$ cat src/design/roc_pkg.sv
// Shared types and constants of the relay override controller.
// No dependencies.
package roc_pkg;

  localparam int DEBOUNCE_W = 16;
  localparam int OVERRIDE_W = 22;
  localparam int LOCKOUT_W  = 16;
  localparam int CFG_W      = 22;
  localparam int NUM_RELAYS = 3;
  localparam int NUM_SLOTS  = 4;
  localparam int QDEPTH     = 2;

  typedef enum logic [1:0] {
    CMD_TICK   = 2'd0,
    CMD_AUTO   = 2'd1,
    CMD_MANUAL = 2'd2,
    CMD_MODE   = 2'd3
  } cmd_t;

  typedef enum logic [1:0] {
    OPM_MANUAL = 2'd0,
    OPM_AUTO   = 2'd1,
    OPM_SCHED  = 2'd2
  } mode_t;

  typedef enum logic [1:0] {
    CAUSE_AUTO   = 2'd0,
    CAUSE_BUTTON = 2'd1,
    CAUSE_MANUAL = 2'd2
  } cause_t;

  typedef enum logic [1:0] {
    REG_DEBOUNCE = 2'd0,
    REG_OVERRIDE = 2'd1,
    REG_LOCKOUT  = 2'd2,
    REG_POLARITY = 2'd3
  } cfg_reg_t;

  localparam logic [1:0] DEV_FAN   = 2'd0;
  localparam logic [1:0] DEV_LIGHT = 2'd1;
  localparam logic [1:0] DEV_PUMP  = 2'd2;
  localparam logic [1:0] DEV_MODE  = 2'd3;

  localparam logic [1:0] TARGET_NONE = 2'd3;
  localparam logic [1:0] MODE_CODE_NONE = 2'd3;

  // one result; its device code is the slot number
  typedef struct packed {
    logic                  state;
    logic [NUM_RELAYS-1:0] levels;
    mode_t                 mode;
  } slot_t;

  // all results of one transaction, slot i fires when mask[i] is set
  typedef struct packed {
    logic [NUM_SLOTS-1:0] mask;
    cause_t               cause;
    slot_t [NUM_SLOTS-1:0] slots;
  } group_t;

endpackage

$ cat src/design/relay_override_controller.sv
// Relay override controller: front end, group queue and result serializer.
// Depends on roc_pkg, roc_front, roc_queue and roc_back.
//
// A transaction is decoded and applied to the controller state in the cycle it
// is accepted, so one input transaction can be taken every cycle. Its results
// (up to four) are parked as one group in a two-entry queue and leave the
// output port one per cycle while event_stall is low; the input stalls only
// while both queue entries are occupied. The first result is valid once its
// group has passed through a queue entry and been loaded into the back-end
// group register.
module relay_override_controller #(
  parameter int TIME_BITS = 32
) (
  input  logic                            clk,
  input  logic                            rst,
  input  logic                            cfg_write_en,
  input  logic [1:0]                      cfg_index,
  input  logic [roc_pkg::CFG_W-1:0]       cfg_data,
  input  logic                            item_valid,
  output logic                            item_stall,
  input  logic [1:0]                      cmd,
  input  logic [3:0]                      button_levels,
  input  logic                            auto_fan,
  input  logic                            auto_light,
  input  logic                            auto_pump,
  input  logic [1:0]                      target,
  input  logic                            turn_on,
  input  logic [1:0]                      new_mode,
  output logic                            event_valid,
  input  logic                            event_stall,
  output logic [1:0]                      device,
  output logic                            device_state,
  output logic [1:0]                      cause,
  output logic [roc_pkg::NUM_RELAYS-1:0]  relay_levels,
  output logic [1:0]                      op_mode,
  output logic                            last
);

  logic            q_full;
  logic            push;
  logic            pop;
  logic            head_valid;
  roc_pkg::group_t push_group;
  roc_pkg::group_t head_group;

  assign item_stall = q_full;

  roc_front #(
    .TIME_BITS(TIME_BITS)
  ) u_front (
    .clk          (clk),
    .rst          (rst),
    .cfg_write_en (cfg_write_en),
    .cfg_index    (cfg_index),
    .cfg_data     (cfg_data),
    .accept       (item_valid && !q_full),
    .cmd          (cmd),
    .button_levels(button_levels),
    .auto_fan     (auto_fan),
    .auto_light   (auto_light),
    .auto_pump    (auto_pump),
    .target       (target),
    .turn_on      (turn_on),
    .new_mode     (new_mode),
    .push         (push),
    .group        (push_group)
  );

  roc_queue u_queue (
    .clk       (clk),
    .rst       (rst),
    .push      (push),
    .push_group(push_group),
    .pop       (pop),
    .full      (q_full),
    .head_valid(head_valid),
    .head_group(head_group)
  );

  roc_back u_back (
    .clk         (clk),
    .rst         (rst),
    .head_valid  (head_valid),
    .head_group  (head_group),
    .pop         (pop),
    .event_valid (event_valid),
    .event_stall (event_stall),
    .device      (device),
    .device_state(device_state),
    .cause       (cause),
    .relay_levels(relay_levels),
    .op_mode     (op_mode),
    .last        (last)
  );

endmodule

$ cat src/design/roc_front.sv
// Front end: configuration registers, controller state and command decode.
// Builds one result group per transaction. Depends on roc_pkg.
module roc_front #(
  parameter int TIME_BITS = 32
) (
  input  logic                          clk,
  input  logic                          rst,
  input  logic                          cfg_write_en,
  input  logic [1:0]                    cfg_index,
  input  logic [roc_pkg::CFG_W-1:0]     cfg_data,
  input  logic                          accept,
  input  logic [1:0]                    cmd,
  input  logic [3:0]                    button_levels,
  input  logic                          auto_fan,
  input  logic                          auto_light,
  input  logic                          auto_pump,
  input  logic [1:0]                    target,
  input  logic                          turn_on,
  input  logic [1:0]                    new_mode,
  output logic                          push,
  output roc_pkg::group_t               group
);

  localparam int SUM_W = (TIME_BITS > roc_pkg::OVERRIDE_W) ? TIME_BITS : roc_pkg::OVERRIDE_W;
  localparam int NR = roc_pkg::NUM_RELAYS;
  localparam int NS = roc_pkg::NUM_SLOTS;

  logic [roc_pkg::DEBOUNCE_W-1:0] debounce_ticks;
  logic [roc_pkg::OVERRIDE_W-1:0] override_ticks;
  logic [roc_pkg::LOCKOUT_W-1:0]  lockout_ticks;
  logic                           on_high;

  logic [TIME_BITS-1:0] time_now, time_now_next;
  logic [TIME_BITS-1:0] lock_start, lock_start_next;
  logic [TIME_BITS-1:0] override_end [NR];
  logic [TIME_BITS-1:0] override_end_next [NR];
  logic [TIME_BITS-1:0] press_start [NS];
  logic [TIME_BITS-1:0] press_start_next [NS];
  logic [NS-1:0]        press_timing, press_timing_next;
  logic [NS-1:0]        press_done, press_done_next;
  logic [NR-1:0]        relay_on, relay_next;
  roc_pkg::mode_t       mode_reg, mode_next;

  logic [TIME_BITS-1:0] tn;
  logic [SUM_W-1:0]     ovr_sum_tick, ovr_sum_now;
  logic                 locked;
  logic [NS-1:0]        fire;
  logic [NR-1:0]        chg;
  logic                 mode_fire;
  logic [NR-1:0]        want;
  roc_pkg::cause_t      cause;

  assign tn           = time_now + TIME_BITS'(1);
  assign ovr_sum_tick = SUM_W'(tn) + SUM_W'(override_ticks);
  assign ovr_sum_now  = SUM_W'(time_now) + SUM_W'(override_ticks);
  assign locked       = (tn - lock_start) < TIME_BITS'(lockout_ticks);
  assign want         = {auto_pump, auto_light, auto_fan};

  always_comb begin
    time_now_next     = time_now;
    lock_start_next   = lock_start;
    override_end_next = override_end;
    press_start_next  = press_start;
    press_timing_next = press_timing;
    press_done_next   = press_done;
    mode_next         = mode_reg;
    fire              = '0;
    chg               = '0;
    mode_fire         = 1'b0;
    cause             = roc_pkg::CAUSE_AUTO;
    case (cmd)
      roc_pkg::CMD_TICK: begin
        cause         = roc_pkg::CAUSE_BUTTON;
        time_now_next = tn;
        if (locked) begin
          for (int i = 0; i < NS; i++) begin
            press_start_next[i] = '0;
          end
          press_timing_next = '0;
          press_done_next   = '0;
        end else begin
          for (int i = 0; i < NS; i++) begin
            if (!button_levels[i]) begin
              if (!press_timing[i]) begin
                press_timing_next[i] = 1'b1;
                press_start_next[i]  = tn;
              end else if (!press_done[i] &&
                           (tn - press_start[i]) >= TIME_BITS'(debounce_ticks)) begin
                press_done_next[i] = 1'b1;
                fire[i]            = 1'b1;
              end
            end else begin
              press_start_next[i]  = '0;
              press_timing_next[i] = 1'b0;
              press_done_next[i]   = 1'b0;
            end
          end
          chg       = fire[NR-1:0];
          mode_fire = fire[NR];
          for (int i = 0; i < NR; i++) begin
            if (chg[i]) begin
              override_end_next[i] = (mode_reg == roc_pkg::OPM_AUTO) ?
                                     ovr_sum_tick[TIME_BITS-1:0] : '0;
            end
          end
          if (|chg) begin
            lock_start_next = tn;
          end
          if (mode_fire) begin
            mode_next = (mode_reg == roc_pkg::OPM_SCHED) ? roc_pkg::OPM_MANUAL :
                        roc_pkg::mode_t'(mode_reg + 2'd1);
            if (mode_next != roc_pkg::OPM_MANUAL) begin
              for (int i = 0; i < NR; i++) begin
                override_end_next[i] = '0;
              end
            end
          end
        end
      end
      roc_pkg::CMD_AUTO: begin
        cause = roc_pkg::CAUSE_AUTO;
        if (mode_reg == roc_pkg::OPM_AUTO) begin
          for (int i = 0; i < NR; i++) begin
            chg[i] = (time_now >= override_end[i]) && (relay_on[i] != want[i]);
          end
          if (|chg) begin
            lock_start_next = time_now;
          end
        end
      end
      roc_pkg::CMD_MANUAL: begin
        cause = roc_pkg::CAUSE_MANUAL;
        if (target != roc_pkg::TARGET_NONE) begin
          override_end_next[target] = (mode_reg == roc_pkg::OPM_AUTO) ?
                                      ovr_sum_now[TIME_BITS-1:0] : '0;
          if (relay_on[target] != turn_on) begin
            chg[target]     = 1'b1;
            lock_start_next = time_now;
          end
        end
      end
      roc_pkg::CMD_MODE: begin
        cause = roc_pkg::CAUSE_MANUAL;
        if (new_mode != roc_pkg::MODE_CODE_NONE) begin
          mode_next = roc_pkg::mode_t'(new_mode);
          if (mode_next != roc_pkg::OPM_MANUAL) begin
            for (int i = 0; i < NR; i++) begin
              override_end_next[i] = '0;
            end
          end
        end
      end
      default: begin
        cause = roc_pkg::CAUSE_AUTO;
      end
    endcase
  end

  assign relay_next = relay_on ^ chg;

  // slot i sees relays up to i already switched
  always_comb begin
    logic [NR-1:0] b;
    logic [NS-1:0] st;
    st          = {1'b0, relay_next};
    group.mask  = {mode_fire, chg};
    group.cause = cause;
    for (int i = 0; i < NS; i++) begin
      for (int j = 0; j < NR; j++) begin
        b[j] = (j <= i) ? relay_next[j] : relay_on[j];
      end
      group.slots[i].state  = st[i];
      group.slots[i].levels = on_high ? b : ~b;
      group.slots[i].mode   = (i < NR) ? mode_reg : mode_next;
    end
  end

  assign push = accept && (|group.mask);

  always_ff @(posedge clk) begin
    if (rst) begin
      debounce_ticks <= roc_pkg::DEBOUNCE_W'(50);
      override_ticks <= roc_pkg::OVERRIDE_W'(300000);
      lockout_ticks  <= roc_pkg::LOCKOUT_W'(1000);
      on_high        <= 1'b1;
    end else if (cfg_write_en) begin
      case (cfg_index)
        roc_pkg::REG_DEBOUNCE: debounce_ticks <= cfg_data[roc_pkg::DEBOUNCE_W-1:0];
        roc_pkg::REG_OVERRIDE: override_ticks <= cfg_data[roc_pkg::OVERRIDE_W-1:0];
        roc_pkg::REG_LOCKOUT:  lockout_ticks  <= cfg_data[roc_pkg::LOCKOUT_W-1:0];
        roc_pkg::REG_POLARITY: on_high        <= cfg_data[0];
        default: begin
        end
      endcase
    end
  end

  always_ff @(posedge clk) begin
    if (rst) begin
      time_now     <= '0;
      lock_start   <= '0;
      press_timing <= '0;
      press_done   <= '0;
      relay_on     <= '0;
      mode_reg     <= roc_pkg::OPM_AUTO;
      for (int i = 0; i < NR; i++) begin
        override_end[i] <= '0;
      end
      for (int i = 0; i < NS; i++) begin
        press_start[i] <= '0;
      end
    end else if (accept) begin
      time_now     <= time_now_next;
      lock_start   <= lock_start_next;
      press_timing <= press_timing_next;
      press_done   <= press_done_next;
      relay_on     <= relay_next;
      mode_reg     <= mode_next;
      override_end <= override_end_next;
      press_start  <= press_start_next;
    end
  end

endmodule

$ cat src/design/roc_queue.sv
// Short queue of result groups between front and back end.
// Depends on roc_pkg.
module roc_queue (
  input  logic            clk,
  input  logic            rst,
  input  logic            push,
  input  roc_pkg::group_t push_group,
  input  logic            pop,
  output logic            full,
  output logic            head_valid,
  output roc_pkg::group_t head_group
);

  localparam int PTR_W = $clog2(roc_pkg::QDEPTH);
  localparam int CNT_W = $clog2(roc_pkg::QDEPTH + 1);

  roc_pkg::group_t entries [roc_pkg::QDEPTH];
  logic [PTR_W-1:0] wr_ptr, rd_ptr;
  logic [CNT_W-1:0] count;
  logic             do_push, do_pop;

  assign full       = count == CNT_W'(roc_pkg::QDEPTH);
  assign head_valid = count != '0;
  assign head_group = entries[rd_ptr];
  assign do_push    = push && !full;
  assign do_pop     = pop && head_valid;

  always_ff @(posedge clk) begin
    if (do_push) begin
      entries[wr_ptr] <= push_group;
    end
  end

  always_ff @(posedge clk) begin
    if (rst) begin
      wr_ptr <= '0;
      rd_ptr <= '0;
      count  <= '0;
    end else begin
      if (do_push) begin
        wr_ptr <= wr_ptr + PTR_W'(1);
      end
      if (do_pop) begin
        rd_ptr <= rd_ptr + PTR_W'(1);
      end
      case ({do_push, do_pop})
        2'b10:   count <= count + CNT_W'(1);
        2'b01:   count <= count - CNT_W'(1);
        default: count <= count;
      endcase
    end
  end

endmodule

$ cat src/design/roc_back.sv
// Back end: takes result groups from the queue and sends one result per
// cycle from a registered group unless stalled. Depends on roc_pkg.
module roc_back (
  input  logic                            clk,
  input  logic                            rst,
  input  logic                            head_valid,
  input  roc_pkg::group_t                 head_group,
  output logic                            pop,
  output logic                            event_valid,
  input  logic                            event_stall,
  output logic [1:0]                      device,
  output logic                            device_state,
  output logic [1:0]                      cause,
  output logic [roc_pkg::NUM_RELAYS-1:0]  relay_levels,
  output logic [1:0]                      op_mode,
  output logic                            last
);

  localparam int NS    = roc_pkg::NUM_SLOTS;
  localparam int IDX_W = $clog2(NS);

  roc_pkg::group_t grp;
  logic [NS-1:0]   mask;
  logic [NS-1:0]   rem, mask_after;
  logic [IDX_W-1:0] idx;
  logic            accept;

  always_comb begin
    idx = '0;
    for (int i = NS - 1; i >= 0; i--) begin
      if (mask[i]) begin
        idx = IDX_W'(i);
      end
    end
  end

  assign rem          = mask & ~(NS'(1) << idx);
  assign event_valid  = |mask;
  assign accept       = event_valid && !event_stall;
  assign mask_after   = accept ? rem : mask;
  assign pop          = head_valid && (mask_after == '0);

  assign device       = idx;
  assign device_state = grp.slots[idx].state;
  assign cause        = grp.cause;
  assign relay_levels = grp.slots[idx].levels;
  assign op_mode      = grp.slots[idx].mode;
  assign last         = rem == '0;

  always_ff @(posedge clk) begin
    if (pop) begin
      grp <= head_group;
    end
  end

  always_ff @(posedge clk) begin
    if (rst) begin
      mask <= '0;
    end else if (pop) begin
      mask <= head_group.mask;
    end else begin
      mask <= mask_after;
    end
  end

endmodule

$ cat config.mk
export PLATFORM = sky130hd
export DESIGN_NAME = relay_override_controller
export DESIGN_NICKNAME = d
export VERILOG_FILES = /design/src/design/roc_pkg.sv /design/src/design/relay_override_controller.sv /design/src/design/roc_front.sv /design/src/design/roc_queue.sv /design/src/design/roc_back.sv
export SDC_FILE = /design/constraint.sdc
export NUM_CORES = 2
export LEC_CHECK = 0
export ABC_AREA = 1
export BUFFER_PORTS_ARGS = -buffer_cell sky130_fd_sc_hd__buf_2
export CORE_MARGIN = 1
export CORE_UTILIZATION = 28
export DETAILED_ROUTE_END_ITERATION = 10
export PLACE_DENSITY = 0.41
export SYNTH_ARGS = -nofsm -noshare
export SYNTH_HDL_FRONTEND = slang
export SYNTH_SLANG_ARGS = --single-unit
export TNS_END_PERCENT = 100
$ cat constraint.sdc
create_clock -name clk -period 7.1 [get_ports clk]
set_clock_uncertainty 0.05 [all_clocks]
set_input_delay 0.355 -clock clk [delete_from_list [all_inputs] [get_ports clk]]
set_output_delay 0.355 -clock clk [all_outputs]
set_load 0.01 [all_outputs]
* Word level (Yosys, flattened, before mapping)
Memory sizes are Yosys's and may differ from the RTL's. A register that Yosys moved wholly into a read port is not among the register bits.
Cells that the tools add are included.
** Cells by class
- $add $sub $neg :: 13
- $mul :: 0
- Div/mod/pow operators :: 0
- $lt $le $gt $ge :: 13
- Equal/unequal tests :: 29
- Shift operators :: 1
- Muxes and demuxes :: 102
- Bitwise gates (word level) :: 7
- Reduce and logical (&&, ||, !) cells :: 59
** Operator list (count)
- 32-bit two-way mux :: 20
- 96-bit two-way mux :: 6
- 96-bit case mux with 3 select lines :: 1
- 32-bit subtractor :: 5
- 32-bit by 16-bit greater-or-equal comparator with 1-bit output :: 4
- 128-bit two-way mux :: 1
- 96-bit bitwise mux :: 1
- 32-bit greater-or-equal comparator :: 3
- 32-bit case mux with 3 select lines :: 1
- 32-bit by 22-bit adder with 32-bit output :: 2
- 32-bit demux with 2-bit select :: 1
- 1-bit two-way mux :: 44
- 32-bit by 1-bit adder with 32-bit output (second input constant) :: 1
- 32-bit by 16-bit less-than comparator with 1-bit output :: 1
- 3-bit nonzero test :: 10
- 3-bit two-way mux :: 7
- 2-bit two-way mux :: 8
- 4-bit two-way mux :: 4
- 4-bit AND reduction :: 4
- 1-bit logical AND :: 15
- 2-bit equality test (second input constant) :: 7
- 2-bit by 1-bit inequality test with 1-bit output (second input constant) :: 7
- 6-bit binary-select mux with 2-bit select :: 1
- 3-bit inequality test (second input constant) :: 4
- 33 further kinds :: 66
** Word-level totals
- Register bits :: 390
- Bits in latches :: 0
- RAM bits :: 58
- Memory bits (read-only) :: 0
- Bits of input ports :: 43
- Word-level logic and storage cells :: 262
- Memories :: 1
** Memory list
- u_queue.entries :: words 2, width 29, rd ports 1, clocked after memory_dff 1, write ports 1, RTL line roc_queue.sv:17 : roc_pkg::group_t entries [roc_pkg::QDEPTH];

* Logic depth before layout (Yosys ltp)
- Depth in word-level cells :: 16
- Depth in mapped cells :: 39

* Modules after synthesis
A second synthesis with hierarchy kept.
** Second synthesis, totals
- Cell total of the unflattened synthesis :: 6279
- Area total of the unflattened synthesis :: 39535.4 µm²
** By module, submodules not included
- roc_front :: times used 1, cells an instance 6034, area an instance 35605.4 µm², sequential area each 7126.8 µm²
- roc_queue :: times used 1, cells an instance 133, area an instance 2571.2 µm², sequential area each 1901.8 µm²
- roc_back :: times used 1, cells an instance 110, area an instance 1348.8 µm², sequential area each 860.8 µm²
- relay_override_controller :: times used 1, cells an instance 2, area an instance 10.0 µm², sequential area each 0.0 µm²

* Least setup slack after synthesis
Ideal clock, no wire load.
- Path kind :: register to register
- Start point :: register u_front.time_now[0]
- End point :: memory u_queue.entries[0][10] (netlist bit), enable pin
- Setup time :: 0.392 ns
- Data arrival time :: 4.908 ns
- Slack :: 1.749 ns
- Stages on the path, launching flop included :: 32
- Path buffers :: 0
- Clock period less this slack :: 5.351 ns
- Cell sequence :: dfxtp_1 > ha_1 > nand2_1 > inv_1 > nand2_1 > inv_1 > nand2_1 > nor2_1 > xor2_1 > ha_1 > nand2_1 > inv_1 > nand2_1 > nand2_1 > inv_1 > nand2_1 > nand2_1 > nand2_1 > xor2_1 > ha_1 > nand4_1 > nor3_1 > a21oi_1 > nand4_2 > inv_1 > nor2_1 > nand2_1 > nor2_1 > a21oi_1 > nand2_1 > nand2_1 > nor2_1
** RTL lines
- start: declaration :: RTL line roc_front.sv:33 : logic [TIME_BITS-1:0] time_now, time_now_next;
- start signal: assignment :: RTL line roc_front.sv:213 : time_now <= time_now_next;
- end: declaration :: RTL line roc_queue.sv:17

* Worst setup path after layout
- Start point :: register u_front.time_now[1]
- End point :: register u_front.lock_start[28]
** On the way
- Longest elaborated chain between the ends :: 12
- Elaborated cells on any way between the ends :: 42
- Those cells by class :: add/sub (5); order compare (7); eq/ne (3); mux (18); reduce/logical (9)
** Ends and longest elaborated chain
- 32-bit by 1-bit adder with 32-bit output (*) :: RTL line roc_front.sv:53 : assign tn = time_now + TIME_BITS'(1);
- via u_front.tn[14] :: RTL line roc_front.sv:44 : logic [TIME_BITS-1:0] tn;
- 32-bit subtractor :: RTL line roc_front.sv:88 : (tn - press_start[i]) >= TIME_BITS'(debounce_ticks)) begin
- 32-bit by 16-bit greater-or-equal comparator with 1-bit output :: RTL line roc_front.sv:88
- 1-bit logical AND :: RTL line roc_front.sv:87 : end else if (!press_done[i] &&
- 1-bit two-way mux :: RTL line roc_front.sv:87
- 1-bit two-way mux :: RTL line roc_front.sv:84 : if (!press_timing[i]) begin
- 1-bit two-way mux :: RTL line roc_front.sv:83 : if (!button_levels[i]) begin
- 1-bit two-way mux :: RTL line roc_front.sv:75 : if (locked) begin
- 1-bit two-way mux :: RTL line roc_front.sv:71 : case (cmd)
- 3-bit OR reduction :: RTL line roc_front.sv:106 : if (|chg) begin
- 2-bit by 1-bit inequality test with 1-bit output (no source line)
- 8-bit AND reduction (no source line) (*)
- end signal: assignment :: RTL line roc_front.sv:214 : lock_start <= lock_start_next;
- end: declaration :: RTL line roc_front.sv:34 : logic [TIME_BITS-1:0] lock_start, lock_start_next;
Mark *: on every way through the listed nets, which the timed path passes. The rest lies on a longest branch. The select of a mux whose other input is x is not followed.
A chain may end at the register's enable or synchronous reset.

==> results.toml <==
[outcome]
status = "finished, final reports clean"

[synthesis]
yosysTopAreaCell = "dfxtp_1"
synth_ff_type = "dfxtp_1"
syn_area_sq_mm = 0.0379
synth.area.top_cells = "dfxtp_1, nand2_1, ha_1"
synth_cell_types = 54
synthArstFlopShare_pct = 0
ys_seq_area_share_pct = 23.2
syn_avg_cell_area_sq_um = 6.07
yosys_register_bits = 415
synth_warnings = 0
syn_nets = 6675
synth-edff-count = 50
netlist_instances = 6244
synth_top_area_share_pct = 19.3

[sta]
relSlewSlack_pct = 23.7
finalCritPeriodShare_pct = 92.7
finalHoldViolCount = 0
tightest_slew_ns = 1.15
maxSlewViolCount = 0
whs_ns = 0.0501
rsz0062_at_grt = "no"
max_freq_mhz = 152
finalCriticalPeriod_ns = 6.58
finalSetupViolations = 0
finalSetupTns_ns = 0

[drt]
drt-wirelength-per-cell_microns = 20.1
first_pass_iters = 6
wl_microns = 163000
ant_nets = 0
dr_total_vias = 39700
vias_per_cell = 4.89
drc_errors = 0
drt_first_iter_violations = 2702

[critical_path]
path_max_fanout = 18
crit_top_cell = "nand2_1"
rr_endpoint = "u_front.lock_start[28]"
cp.depth = 36
timing.rr.start = "u_front.time_now[1]"
endpoint = "u_front.lock_start[28]"
crit_type = "reg2reg"
cp.arrival_ns = 7.10
reg2reg_depth = 36
cp_slowest_cell = "clkinvlp_4"
crit_path_max_incr_delay_ns = 0.39
critical_path.top_delay_family = "simple AND/OR/NAND/NOR gates"
cp_num_buf_inv = 8
cp-start-kind = "flip-flop"
cp-end-kind = "flip-flop"
cp-startpoint = "u_front.time_now[1]"
r2r_setup_slack_ns = 0.52
required_ns = 7.63

[placement]
portBuffers = 55
dp_hpwl_microns = 126000
gp_congestion = 0.939

[cts]
cts-htree-levels = 2
path_clk_slew_ns = 0.06
cts_tree = "done"
cts.path.max_buffers = 3
cts_root_buf = "clkbuf_16"
clock_sinks = 415
clock_latency_ns = 0.67
cts_buffers = 56

[pwr]
cellLeakagePower_uw = 0.0214
peakVddDrop_v = 0.000178
powerDensity_mw_per_mm2 = 189

[cells_and_area]
multi_input_area_sq_mm = 0.0246
nets = 6746
drive_above_1_share_pct = 5.58
largest_register_ffs = 128
reg_top3 = "u_front.press_start: 128 flops, u_front.override_end: 96 flops, u_queue.entries: 36 flops"
syn_to_final_growth_pct = 13.3
fin_util_pct = 32.1
top_register = "u_front.press_start"
register_area_sq_mm = 0.00881
nFillCells = 14900

[global_route]
antenna_found_initial = 5
grt_pass1_wl_microns = 243000
grt-ovfl-total = 0
grt_pass1_vias = 37800
grt.total_usage_pct = 23.5
grt_max_degree = 118

[floorplanning]
die_w_microns = 370
start_util_pct = 28.3
fp.dieH_microns = 370
die_area_sq_mm = 0.137
io_pins = 56
rows = 134
core-area_sq_mm = 0.134

[flow_run]
max-cap-violations = 0

[min_path]
min_path_type = "in2reg"
metal layers:
layer / wire length [microns] / track usage, %
met1: 80100 / 33.3
met2: 73000 / 38.3
met5: 0 / 0
met3: 6200 / 1.77
met4: 3860 / 5.70
stage by stage:
stage | total power (uW) | instances | setup slack [ns] | instance area, sq um
floorplan | 4340 | 6244 | 1.75 | 37900
global placement | 5180 | 8000 | 0.464 | 40800
detailed placement | 5180 | 8000 | 0.496 | 40800
CTS | 8220 | 8123 | 0.426 | 42900
global route | 8630 | 8126 | 0.0170 | 43000
finish | 8140 | 8128 | 0.521 | 43000
Yosys cell counts, drive strengths merged, types with 21 or more instances:
library cell,number
a211oi,24
o211ai,50
nand3,242
clkbuf,130
nand4,75
buf,60
nor3,67
inv,1013
nor2,493
nand3b,21
dfxtp,365
o21ai,534
nand2,1759
xor2,91
edfxtp,50
a21oi,732
ha,381
logic make-up (layout without fill, tap and decap cells):
kind of cell               Yosys count  in the layout  synth area share (%)
muxes                               16             16                 0.472
buffers and inverters             1206           1320                  12.3
and+or+nand+nor                   2704           2704                  29.1
adders and majority gates          388            388                  12.9
xor gates and xnor gates           108            108                  2.49
AOI/OAI and AO/OA                 1407           1407                  19.5
DFF                                415            415                  23.2
other                                0              2                     0
worst min path at each step:
stage,to,startpoint,slack (ns),depth (start not counted)
final,u_back.mask[1],event_stall,0.05,3
after global routing,u_front.override_ticks[15],cfg_data[15],0.04,3
after detailed placement,u_front.press_done[1],u_front.press_done[1],0.39,2
after global placement,u_front.press_done[2],u_front.press_done[2],0.38,2
after CTS,u_back.mask[1],event_stall,0.006,3
after floorplan,u_front.press_done[0],u_front.press_done[0],0.37,2
cell type report:
type / count / share of cell area, %
Sequential cell: 415 / 20.5
Clock inverter: 14 / 0.463
Clock buffer: 87 / 3.91
Timing Repair Buffer: 204 / 3.80
Inverter: 1015 / 8.89
Tap cell: 1768 / 5.15
Antenna cell: 2 / 0.0116
Multi-Input combinational cell: 4623 / 57.3
where the power goes:
group	switching, uW	internal (uW)	leakage (uW)	total [uW]
clock network	1230	1760	0.000918	2990
logic	1670	759	0.0171	2420
registers	132	2600	0.00343	2730
timing repair:
action                                  4_1_cts  5_1_grt
endpoints found under the setup margin        0        1
resized for setup                             0        7
hold endpoints to repair                     34        0
buffers inserted                              0        3
hold buffers                                 22        0
placed cells by master (no fill, tap or decap), types with 22 or more instances in the layout:
cell | Yosys | layout
o211ai_1 | 50 | 50
dlygate4sd3_1 | 0 | 22
buf_4 | 10 | 113
nor3_1 | 67 | 65
a21oi_1 | 732 | 732
clkbuf_16 | 0 | 57
o21ai_1 | 27 | 23
xor2_1 | 91 | 86
inv_1 | 1007 | 1002
ha_1 | 381 | 380
dfxtp_1 | 365 | 364
nand2_1 | 1750 | 1750
a211oi_1 | 24 | 24
o21ai_0 | 506 | 506
nand4_1 | 74 | 74
buf_2 | 36 | 54
nand3_1 | 239 | 239
nor2_1 | 487 | 478
edfxtp_1 | 50 | 50
worst register-to-register path, delay by kind of cell, from the launching register on:
family | cells | cell delay (ns)
compound gates | 3 | 0.50
xor+xnor | 1 | 0.19
fa+ha+maj | 3 | 0.84
buf+inv | 8 | 1.42
flops | 1 | 0.34
simple gates | 21 | 3.16
Power figures use the tool's default switching activity.
